<file path="src/sv/time_ordered_event_queue_core_defines.svh">
// Assertion macros for the time-ordered event queue core.
`ifndef TIME_ORDERED_EVENT_QUEUE_CORE_DEFINES_SVH
`define TIME_ORDERED_EVENT_QUEUE_CORE_DEFINES_SVH

`ifndef ASSERT_OFF
// Property that must hold at every clock edge outside reset.
`define TOEQ_ASSERT_ALWAYS(lbl, prop, msg) \
  lbl: assert property (@(posedge clk) disable iff (rst) (prop)) else $error(msg);
// Same-cycle implication.
`define TOEQ_ASSERT_IMPL(lbl, ante, cons, msg) \
  lbl: assert property (@(posedge clk) disable iff (rst) (ante) |-> (cons)) else $error(msg);
// Next-cycle implication.
`define TOEQ_ASSERT_NEXT(lbl, ante, cons, msg) \
  lbl: assert property (@(posedge clk) disable iff (rst) (ante) |=> (cons)) else $error(msg);
`else
`define TOEQ_ASSERT_ALWAYS(lbl, prop, msg)
`define TOEQ_ASSERT_IMPL(lbl, ante, cons, msg)
`define TOEQ_ASSERT_NEXT(lbl, ante, cons, msg)
`endif

`endif

</file>
<file path="src/sv/toeq_pkg.sv">
// Shared types and constants for the time-ordered event queue.
package toeq_pkg;

  localparam int DEFAULT_DEPTH = 16;
  localparam int TIME_W        = 48;
  localparam int CODE_W        = 8;
  localparam int STATUS_W      = 2;
  localparam int OCC_W         = 5;

  localparam logic [STATUS_W-1:0] ST_DONE  = 2'd0;
  localparam logic [STATUS_W-1:0] ST_FULL  = 2'd1;
  localparam logic [STATUS_W-1:0] ST_EMPTY = 2'd2;

  localparam logic KIND_INSERT = 1'b0;
  localparam logic KIND_REMOVE = 1'b1;

  typedef struct packed {
    logic [CODE_W-1:0] ev_purpose;
    logic [CODE_W-1:0] ev_type;
    logic [TIME_W-1:0] tstamp;
  } entry_t;

  // Broadcast to every cell in the chain.
  typedef struct packed {
    logic   ins;
    logic   rem;
    entry_t ent;
  } ctrl_t;

endpackage

</file>
<file path="src/sv/time_ordered_event_queue_core.sv">
// Top level of the time-ordered event queue: a chain of sorted slot cells.
//
// Usage:
//   Drive kind and the event fields, and pulse start. A command is taken at
//   a rising edge where start is high and busy is low; busy stays low, so a
//   command can be issued every cycle.
//   kind = insert: the event is placed after every stored event with an
//   equal or earlier time. kind = remove: the earliest event leaves.
//   Each command gives one result word, shown for exactly one cycle with
//   done high, in the cycle right after the command was taken, and the
//   block takes one command per cycle. This comes from every cell comparing
//   its own time to the broadcast time in parallel and loading its own, its
//   left neighbor's, its right neighbor's or the new entry at the same edge.
//   status reports a full queue on insert or an empty queue on remove; the
//   head fields are zero unless a remove succeeded. occupancy is the count
//   after the command, modulo 32.
//   The receiver cannot stall: a result not taken in its cycle is gone.
//   Reset (rst, synchronous) empties the queue and clears done; slot
//   contents are left as they are and are never read before being written.
module time_ordered_event_queue_core #(
  parameter int QUEUE_DEPTH = toeq_pkg::DEFAULT_DEPTH
) (
  input  logic                           clk,
  input  logic                           rst,
  input  logic                           start,
  output logic                           busy,
  input  logic                           kind,
  input  logic [toeq_pkg::CODE_W-1:0]    event_type,
  input  logic [toeq_pkg::CODE_W-1:0]    event_purpose,
  input  logic [toeq_pkg::TIME_W-1:0]    event_time,
  output logic                           done,
  output logic [toeq_pkg::STATUS_W-1:0]  status,
  output logic [toeq_pkg::CODE_W-1:0]    head_type,
  output logic [toeq_pkg::CODE_W-1:0]    head_purpose,
  output logic [toeq_pkg::TIME_W-1:0]    head_time,
  output logic [toeq_pkg::OCC_W-1:0]     occupancy
);

`include "time_ordered_event_queue_core_defines.svh"

  localparam int CW = $clog2(QUEUE_DEPTH + 1);

  logic [CW-1:0]    count;
  logic [CW-1:0]    count_next;
  logic             accept;
  logic             full;
  logic             empty;
  toeq_pkg::ctrl_t  ctrl;
  toeq_pkg::entry_t ent [QUEUE_DEPTH];
  logic             le  [QUEUE_DEPTH];

  // Every command completes in the cycle it is taken.
  assign busy   = 1'b0;
  assign accept = start && !busy && !rst;
  assign full   = (count == CW'(QUEUE_DEPTH));
  assign empty  = (count == '0);

  // Broadcast the command to all cells; drop rejected ones here.
  always_comb begin
    ctrl.ins                = accept && (kind == toeq_pkg::KIND_INSERT) && !full;
    ctrl.rem                = accept && (kind == toeq_pkg::KIND_REMOVE) && !empty;
    ctrl.ent.ev_type        = event_type;
    ctrl.ent.ev_purpose     = event_purpose;
    ctrl.ent.tstamp         = event_time;
  end

  always_comb begin
    count_next = count;
    if (ctrl.ins) begin
      count_next = count + CW'(1);
    end else if (ctrl.rem) begin
      count_next = count - CW'(1);
    end
  end

  // Slot chain: slot 0 is the head. Occupancy is a prefix set by count.
  // On insert a slot holds if its event is not later than the new one,
  // takes the new event if its left neighbor holds, else shifts right.
  // On remove every slot takes its right neighbor's entry.
  genvar i;
  generate
    for (i = 0; i < QUEUE_DEPTH; i++) begin : g_cell
      logic             prev_le_i;
      toeq_pkg::entry_t prev_ent_i;
      toeq_pkg::entry_t next_ent_i;

      if (i == 0) begin : g_first
        assign prev_le_i  = 1'b1;
        assign prev_ent_i = ctrl.ent;
      end else begin : g_mid
        assign prev_le_i  = le[i-1];
        assign prev_ent_i = ent[i-1];
      end

      if (i == QUEUE_DEPTH - 1) begin : g_last
        assign next_ent_i = ent[i];
      end else begin : g_notlast
        assign next_ent_i = ent[i+1];
      end

      toeq_cell u_cell (
        .clk      (clk),
        .ctrl     (ctrl),
        .occupied (CW'(i) < count),
        .prev_le  (prev_le_i),
        .prev_ent (prev_ent_i),
        .next_ent (next_ent_i),
        .ent      (ent[i]),
        .le       (le[i])
      );
    end
  endgenerate

  // Hold the count and the done strobe; clear both at reset.
  always_ff @(posedge clk) begin
    if (rst) begin
      count <= '0;
      done  <= 1'b0;
    end else begin
      count <= count_next;
      done  <= accept;
    end
  end

  // Result word: head fields only on a successful remove.
  always_ff @(posedge clk) begin
    if (accept) begin
      occupancy    <= toeq_pkg::OCC_W'(count_next);
      head_type    <= '0;
      head_purpose <= '0;
      head_time    <= '0;
      if (kind == toeq_pkg::KIND_INSERT) begin
        status <= full ? toeq_pkg::ST_FULL : toeq_pkg::ST_DONE;
      end else if (empty) begin
        status <= toeq_pkg::ST_EMPTY;
      end else begin
        status       <= toeq_pkg::ST_DONE;
        head_type    <= ent[0].ev_type;
        head_purpose <= ent[0].ev_purpose;
        head_time    <= ent[0].tstamp;
      end
    end
  end

  // Count never exceeds the slot count.
  `TOEQ_ASSERT_ALWAYS(a_count_range, count <= CW'(QUEUE_DEPTH), "count above depth")
  // Every accepted command yields a result the next cycle.
  `TOEQ_ASSERT_NEXT(a_result_follows, accept, done, "missing result strobe")
  // A successful remove shrinks the count by one.
  `TOEQ_ASSERT_NEXT(a_remove_count, ctrl.rem, count == CW'($past(count) - CW'(1)), "remove count")
  // The two front slots stay in time order.
  `TOEQ_ASSERT_IMPL(a_head_sorted, count >= CW'(2), ent[0].tstamp <= ent[1].tstamp, "head order")

endmodule

</file>
<file path="src/sv/toeq_cell.sv">
// One slot of the sorted queue: holds an entry and trades with its neighbors.
module toeq_cell (
  input  logic             clk,
  input  toeq_pkg::ctrl_t  ctrl,
  input  logic             occupied,
  input  logic             prev_le,
  input  toeq_pkg::entry_t prev_ent,
  input  toeq_pkg::entry_t next_ent,
  output toeq_pkg::entry_t ent,
  output logic             le
);

  // Stored event is not later than the incoming one: it stays put on insert.
  assign le = occupied && (ent.tstamp <= ctrl.ent.tstamp);

  always_ff @(posedge clk) begin
    if (ctrl.ins) begin
      if (!le) begin
        ent <= prev_le ? ctrl.ent : prev_ent;
      end
    end else if (ctrl.rem) begin
      ent <= next_ent;
    end
  end

endmodule

</file>
<file path="config.mk">
export PLATFORM = sky130hd
export DESIGN_NAME = time_ordered_event_queue_core
export DESIGN_NICKNAME = d
export VERILOG_FILES = /design/src/sv/toeq_pkg.sv /design/src/sv/time_ordered_event_queue_core.sv /design/src/sv/toeq_cell.sv
export VERILOG_INCLUDE_DIRS = /design/src /design/src/sv
export SDC_FILE = /design/constraint.sdc
export NUM_CORES = 2
export LEC_CHECK = 0
export CAP_MARGIN = 20
export CORE_ASPECT_RATIO = 1.25
export CORE_MARGIN = 1.5
export CORE_UTILIZATION = 59
export CTS_CLUSTER_SIZE = 24
export DETAILED_ROUTE_END_ITERATION = 12
export DONT_BUFFER_PORTS = 1
export MAX_ROUTING_LAYER = met4
export PLACE_DENSITY = 0.8
export SLEW_MARGIN = 30
export SYNTH_ARGS = -nofsm -noshare
export SYNTH_HDL_FRONTEND = slang
export SYNTH_SLANG_ARGS = --single-unit
</file>
<file path="constraint.sdc">
create_clock -name clk -period 8.42 [get_ports clk]
set_input_delay 0.842 -clock clk [delete_from_list [all_inputs] [get_ports clk]]
set_output_delay 0.842 -clock clk [all_outputs]
set_load 0.01 [all_outputs]
</file>
* After elaboration in Yosys (flattened, before gate mapping) *
Cells that the tools add are included.
W data, S select, Z words.

storage, ports and cells
  register bits = 1101
  input port bits = 68
  output and inout port bits = 73
  logic and storage cells = 215

operators by class
  add/sub/neg operators = 2
  magnitude comparators = 32
  equality and inequality tests = 16
  mux-type cells = 65
  bitwise gates (word level) = 2
  reductions and logical operators = 43

operator list
  operator               count
  $mux W64               60
  $le A48 B48 Y1         16
  $lt A4 B5 Y1 const A   8
  $reduce_and A2 Y1      16
  $ne A2 B2 Y1 const B   15
  $logic_and A1 B1 Y1    21
  $lt A3 B5 Y1 const A   4
  $lt A1 B5 Y1 const A   2
  $lt A2 B5 Y1 const A   2
  $mux W5                2
  $add A5 B1 Y5 const B  1
  $eq A5 B5 Y1 const B   1
  $logic_not A5 Y1       1
  $sub A5 B1 Y5 const B  1
  $mux W2                2
  $logic_not A1 Y1       3
  $not A1 Y1             2
  $reduce_bool A2 Y1     1
  $reduce_or A2 Y1       1
  $mux W1                1

* Logic depth before layout (Yosys ltp) *
  word-level depth = 6
  depth in mapped cells = 13

* By module *
A second synthesis with hierarchy kept.

second synthesis, totals
  cells, all modules = 7509
  area total of the unflattened synthesis = 75174.6 um^2

by module, submodules not included
  module                         times used  cells each  area each (um^2)  seq. area each (um^2)
  toeq_cell                      16          454         4491.8            1921.8
  time_ordered_event_queue_core  1           245         3305.7            2252.2

* Worst setup path after synthesis *
Ideal clock, no wire load.

  kind = input-to-reg
  from = in event_time[1] in the netlist's numbering
  to = reg, netlist name g_cell[2].u_cell.ent[0]
  library setup time = 0.574 ns
  arrival = 7.480 ns
  setup slack = 0.366 ns
  stages = 12
  buffers on the path = 3
  cells stage by stage = clkbuf_1 -> inv_1 -> ha_1 -> nor2b_1 -> o211ai_1 -> a2111o_1 -> a31oi_1 -> a211o_1 -> a22oi_1 -> buf_4 -> buf_6 -> o21ai_0

on the way
  longest elaborated chain between the ends = 4

ends and longest elaborated chain
  what                                line                                 RTL
  start: declaration                  time_ordered_event_queue_core.sv:30  input logic [toeq_pkg::TIME_W-1:0] event_time,
  $le A48 B48 Y1                      toeq_cell.sv:14                      assign le = occupied && (ent.tstamp <= ctrl.ent.tstamp);
  $logic_and A1 B1 Y1                 toeq_cell.sv:14
  $ne A2 B2 Y1 (no source line)       -
  $reduce_and A2 Y1 (no source line)  -

No other way between the ends.
A chain may end at the register's enable or synchronous reset.

* Worst setup path after layout *
  from = in event_time[47] in the netlist's numbering
  to = reg, netlist name g_cell[2].u_cell.ent[63]

on the way
  longest elaborated chain between the ends = 5

ends and longest elaborated chain
  what                 line             RTL
  $le A48 B48 Y1       toeq_cell.sv:14
  $logic_and A1 B1 Y1  toeq_cell.sv:14
  $mux W64             toeq_cell.sv:19  ent <= prev_le ? ctrl.ent : prev_ent;
  $mux W64             toeq_cell.sv:18  if (!le) begin
  $mux W64             toeq_cell.sv:17  if (ctrl.ins) begin

No other way between the ends. The select of a mux whose other input is x is not followed.

==> impl_metrics.env <==
export IMPL_status="completed"
export IMPL_holdPathEnd="count[4]"
export IMPL_multi_input_area_um2=36120
export IMPL_synth_cells=6568
export IMPL_die_area_um2=122600
export IMPL_via_per_inst=6.994
export IMPL_grtUsageMet2_pct=60.16
export IMPL_synth_nets=7407
export IMPL_yosys_warnings=0
export IMPL_grt_use_met1_pct=47.06
export IMPL_r2r_setup_slack_ns=2.46
export IMPL_worst_setup_path_start_kind="input port"
export IMPL_min_from="rst"
export IMPL_cts_sinks=1101
export IMPL_slew_headroom_pct=27.67
export IMPL_endpoint_kind="flop"
export IMPL_core_um2=119800
export IMPL_vias=56292
export IMPL_cts_setup_buffers=0
export IMPL_finalWorstSetupSlack_ns=2.445
export IMPL_top_usage_layer="met2"
export IMPL_yosysSeqAreaShare_pct=46.41
export IMPL_setup_tns_ns=0
export IMPL_final_seq_area_um2=33000
export IMPL_gr_usage_met3_pct=8.344
export IMPL_fin_skew_ns=0.03343
export IMPL_dieHeight_um=391.1
export IMPL_clock_fmax_mhz=167.4
export IMPL_cts_tree="yes"
export IMPL_htreeDepth=3
export IMPL_antenna_found_initial=8
export IMPL_cts_hold_buf=0
export IMPL_whs_path_depth=1
export IMPL_ios=141
export IMPL_drv_slew=0
export IMPL_dp_hpwl_um=157700
export IMPL_antenna_left=0
export IMPL_yosys_register_bits=1101
export IMPL_track_usage_pct=39.34
export IMPL_drive_above_1_share_pct=6.473
export IMPL_max_slew_worst_pin_slew_ns=1.082
export IMPL_synth_cell_types=68
export IMPL_route_detailed_drc=0
export IMPL_r2r_start="g_cell[1].u_cell.ent[46]"
export IMPL_port_buffers=0
export IMPL_clk_pin_slew_worst_paths_ns=0.07
export IMPL_timing_hold_ws_ns=0.1330
export IMPL_path_max_fanout=25
export IMPL_place_inst=7823
export IMPL_critPathRequiredTime_ns=8.90
export IMPL_reg2reg_depth=11
export IMPL_post_route_period_util_pct=70.96
export IMPL_cts_buffers=115
export IMPL_nets=7198
export IMPL_syn_area_um2=71110
export IMPL_powerDensity_nw_per_um2=189.1
export IMPL_grt_overflow_total=0
export IMPL_async_flop_share_pct=0
export IMPL_path_class="input port to flop"
export IMPL_dp_slack_ns=1.941
export IMPL_firstDrtPassIters=9
export IMPL_syn_area_per_cell_um2=10.83
export IMPL_fin_cells=8049
export IMPL_clk_latency_ns=0.78
export IMPL_cp_arrival_ns=6.45
export IMPL_cts_root_buf="clkbuf_16"
export IMPL_grt_pass1_vias=54349
export IMPL_fillerInstances=9295
export IMPL_leakage_uw=0.03335
export IMPL_place_gp_congestion=1.039
export IMPL_synth_edf_count=1095
export IMPL_die_x_um=313.5
export IMPL_setup_viol_count_final=0
export IMPL_area_delta_synth_final_pct=7.174
export IMPL_start_util_pct=59.38
export IMPL_min_path_type="input port to flop"
export IMPL_hold_violations=0
export IMPL_drv_cap=0
export IMPL_fp_row_count=142
export IMPL_rsz0062_at_grt="false"
export IMPL_fin_crit_ns=5.975
export IMPL_grt_pass1_wl_um=349200
export IMPL_grt_max_degree=259
export IMPL_synthFlopType="edfxtp_1"
export IMPL_avgRoutedWirePerCell_um=29.63
export IMPL_wl_um=238500
export IMPL_worst_r2r_endpoint="g_cell[2].u_cell.ent[63]"
export IMPL_irDropWorstVdd_mv=0.1888
export IMPL_drt_iter0_drc=7576
export IMPL_ctsResizeCount=0
export IMPL_clk_path_buf_depth=3
## stage by stage
stage / area, um^2 / utilization [%] / power, uW
6_report: 76210 / 63.64 / 14410
4_1_cts: 76090 / 63.54 / 14330
3_3_place_gp: 72180 / 60.28 / 8994
3_5_place_dp: 72260 / 60.35 / 9089
2_1_floorplan: 71110 / - / 8300
5_1_grt: 76210 / 63.64 / 14790
## state kept, by name, indices dropped and copies added (netlist names)
register and count:
head_time 48, head_purpose 8, done 1, g_cell.u_cell.ent 1024, occupancy 5, head_type 8, status 2, count 5
## per-layer routing
metal,wire [um],vias up
met5,0,-
met3,25860,896
met1,85630,27114
li1,-,24640
met4,17950,0
met2,109000,3642
## cells by family (layout without fill, tap and decap cells)
logic type	Yosys count	after routing	share of synthesized area [%]
mux	768	768	10.92
compound gates	1653	1653	14.12
simple gates	1752	1752	11.50
xor+xnor	4	4	0.04928
fa+ha+maj	771	771	13.57
flops	1101	1101	46.41
buf+inv	518	408	3.428
other cells	1	8	0.005274
## synthesized netlist by cell type (17+ instances only)
| master | n | area [um^2] |
|---|---|---|
| nand2b_1 | 128 | 800.8 |
| and2_1 | 64 | 400.4 |
| a21o_1 | 51 | 382.9 |
| o211ai_1 | 87 | 653.1 |
| nor4_1 | 26 | 162.7 |
| a211oi_1 | 18 | 135.1 |
| a21oi_1 | 385 | 1927 |
| o21ai_1 | 362 | 1812 |
| a221oi_1 | 17 | 148.9 |
| buf_2 | 67 | 335.3 |
| o21a_1 | 18 | 135.1 |
| mux2i_1 | 704 | 7047 |
| a22oi_1 | 76 | 570.6 |
| buf_1 | 25 | 93.84 |
| o21ai_0 | 439 | 2197 |
| nand4_1 | 217 | 1358 |
| buf_4 | 33 | 247.7 |
| buf_6 | 38 | 427.9 |
| clkbuf_1 | 267 | 1002 |
| o221a_1 | 60 | 675.7 |
| o221a_2 | 67 | 754.5 |
| nor3_1 | 29 | 145.1 |
| and4_1 | 19 | 166.4 |
| nor2_1 | 126 | 473.0 |
| nor2b_1 | 38 | 237.7 |
| nand3_1 | 130 | 650.6 |
| nand2_1 | 944 | 3543 |
| ha_1 | 771 | 9647 |
| inv_1 | 88 | 330.3 |
| mux2_1 | 49 | 551.8 |
| edfxtp_1 | 1095 | 32880 |
## where the power goes
| part | internal [uW] | total, uW | switching (uW) |
|---|---|---|---|
| logic | 789 | 2330 | 1540 |
| registers | 6460 | 6750 | 281 |
| clock network | 3010 | 5340 | 2330 |
## critical path: stages
cell,delay [ns]
inv_1,0.50
ha_1,0.27
nand4_1,0.26
nor4_2,0.85
nand3_1,0.43
a31oi_1,0.50
a211oi_1,0.15
o21ai_4,0.81
buf_4,0.66
buf_4,0.69
mux2i_1,0.31
o21ai_0,0.10
## placed cells by master, fill, tap and decap left out, drive strengths merged, types with 38 or more instances in the layout
| cell type | count |
|---|---|
| nand2 | 944 |
| a21oi | 385 |
| o211ai | 87 |
| o221a | 127 |
| o21ai | 802 |
| nor2 | 128 |
| edfxtp | 1095 |
| buf | 104 |
| mux2 | 64 |
| mux2i | 704 |
| and2 | 65 |
| clkinv | 56 |
| ha | 771 |
| clkbuf | 140 |
| a21o | 51 |
| nand4 | 217 |
| a22oi | 76 |
| inv | 93 |
| nor2b | 38 |
| nand3 | 130 |
| nand2b | 128 |
## final cells by class
cell class                      instances  area share (%)
Multi-Input combinational cell       4949           47.39
Sequential cell                      1101           43.30
Clock buffer                          140           4.022
Tap cell                             1584           2.601
Timing Repair Buffer                  104           1.225
Clock inverter                         76          0.9949
Inverter                               88          0.4367
Antenna cell                            7         0.02298
## worst max path at each step
stage | cells past startpoint | end | slack (ns) | start
after CTS | 11 | g_cell[2].u_cell.ent[63] | 2.70 | g_cell[1].u_cell.ent[46]
after global placement | 12 | g_cell[2].u_cell.ent[56] | 1.64 | event_time[47]
after floorplan | 12 | g_cell[2].u_cell.ent[0] | 0.37 | event_time[1]
after detailed placement | 12 | g_cell[2].u_cell.ent[63] | 1.94 | event_time[47]
after global routing | 12 | g_cell[2].u_cell.ent[63] | 2.49 | event_time[47]
final | 12 | g_cell[2].u_cell.ent[63] | 2.44 | event_time[47]
No activity file was read; power rests on OpenSTA's default activity.
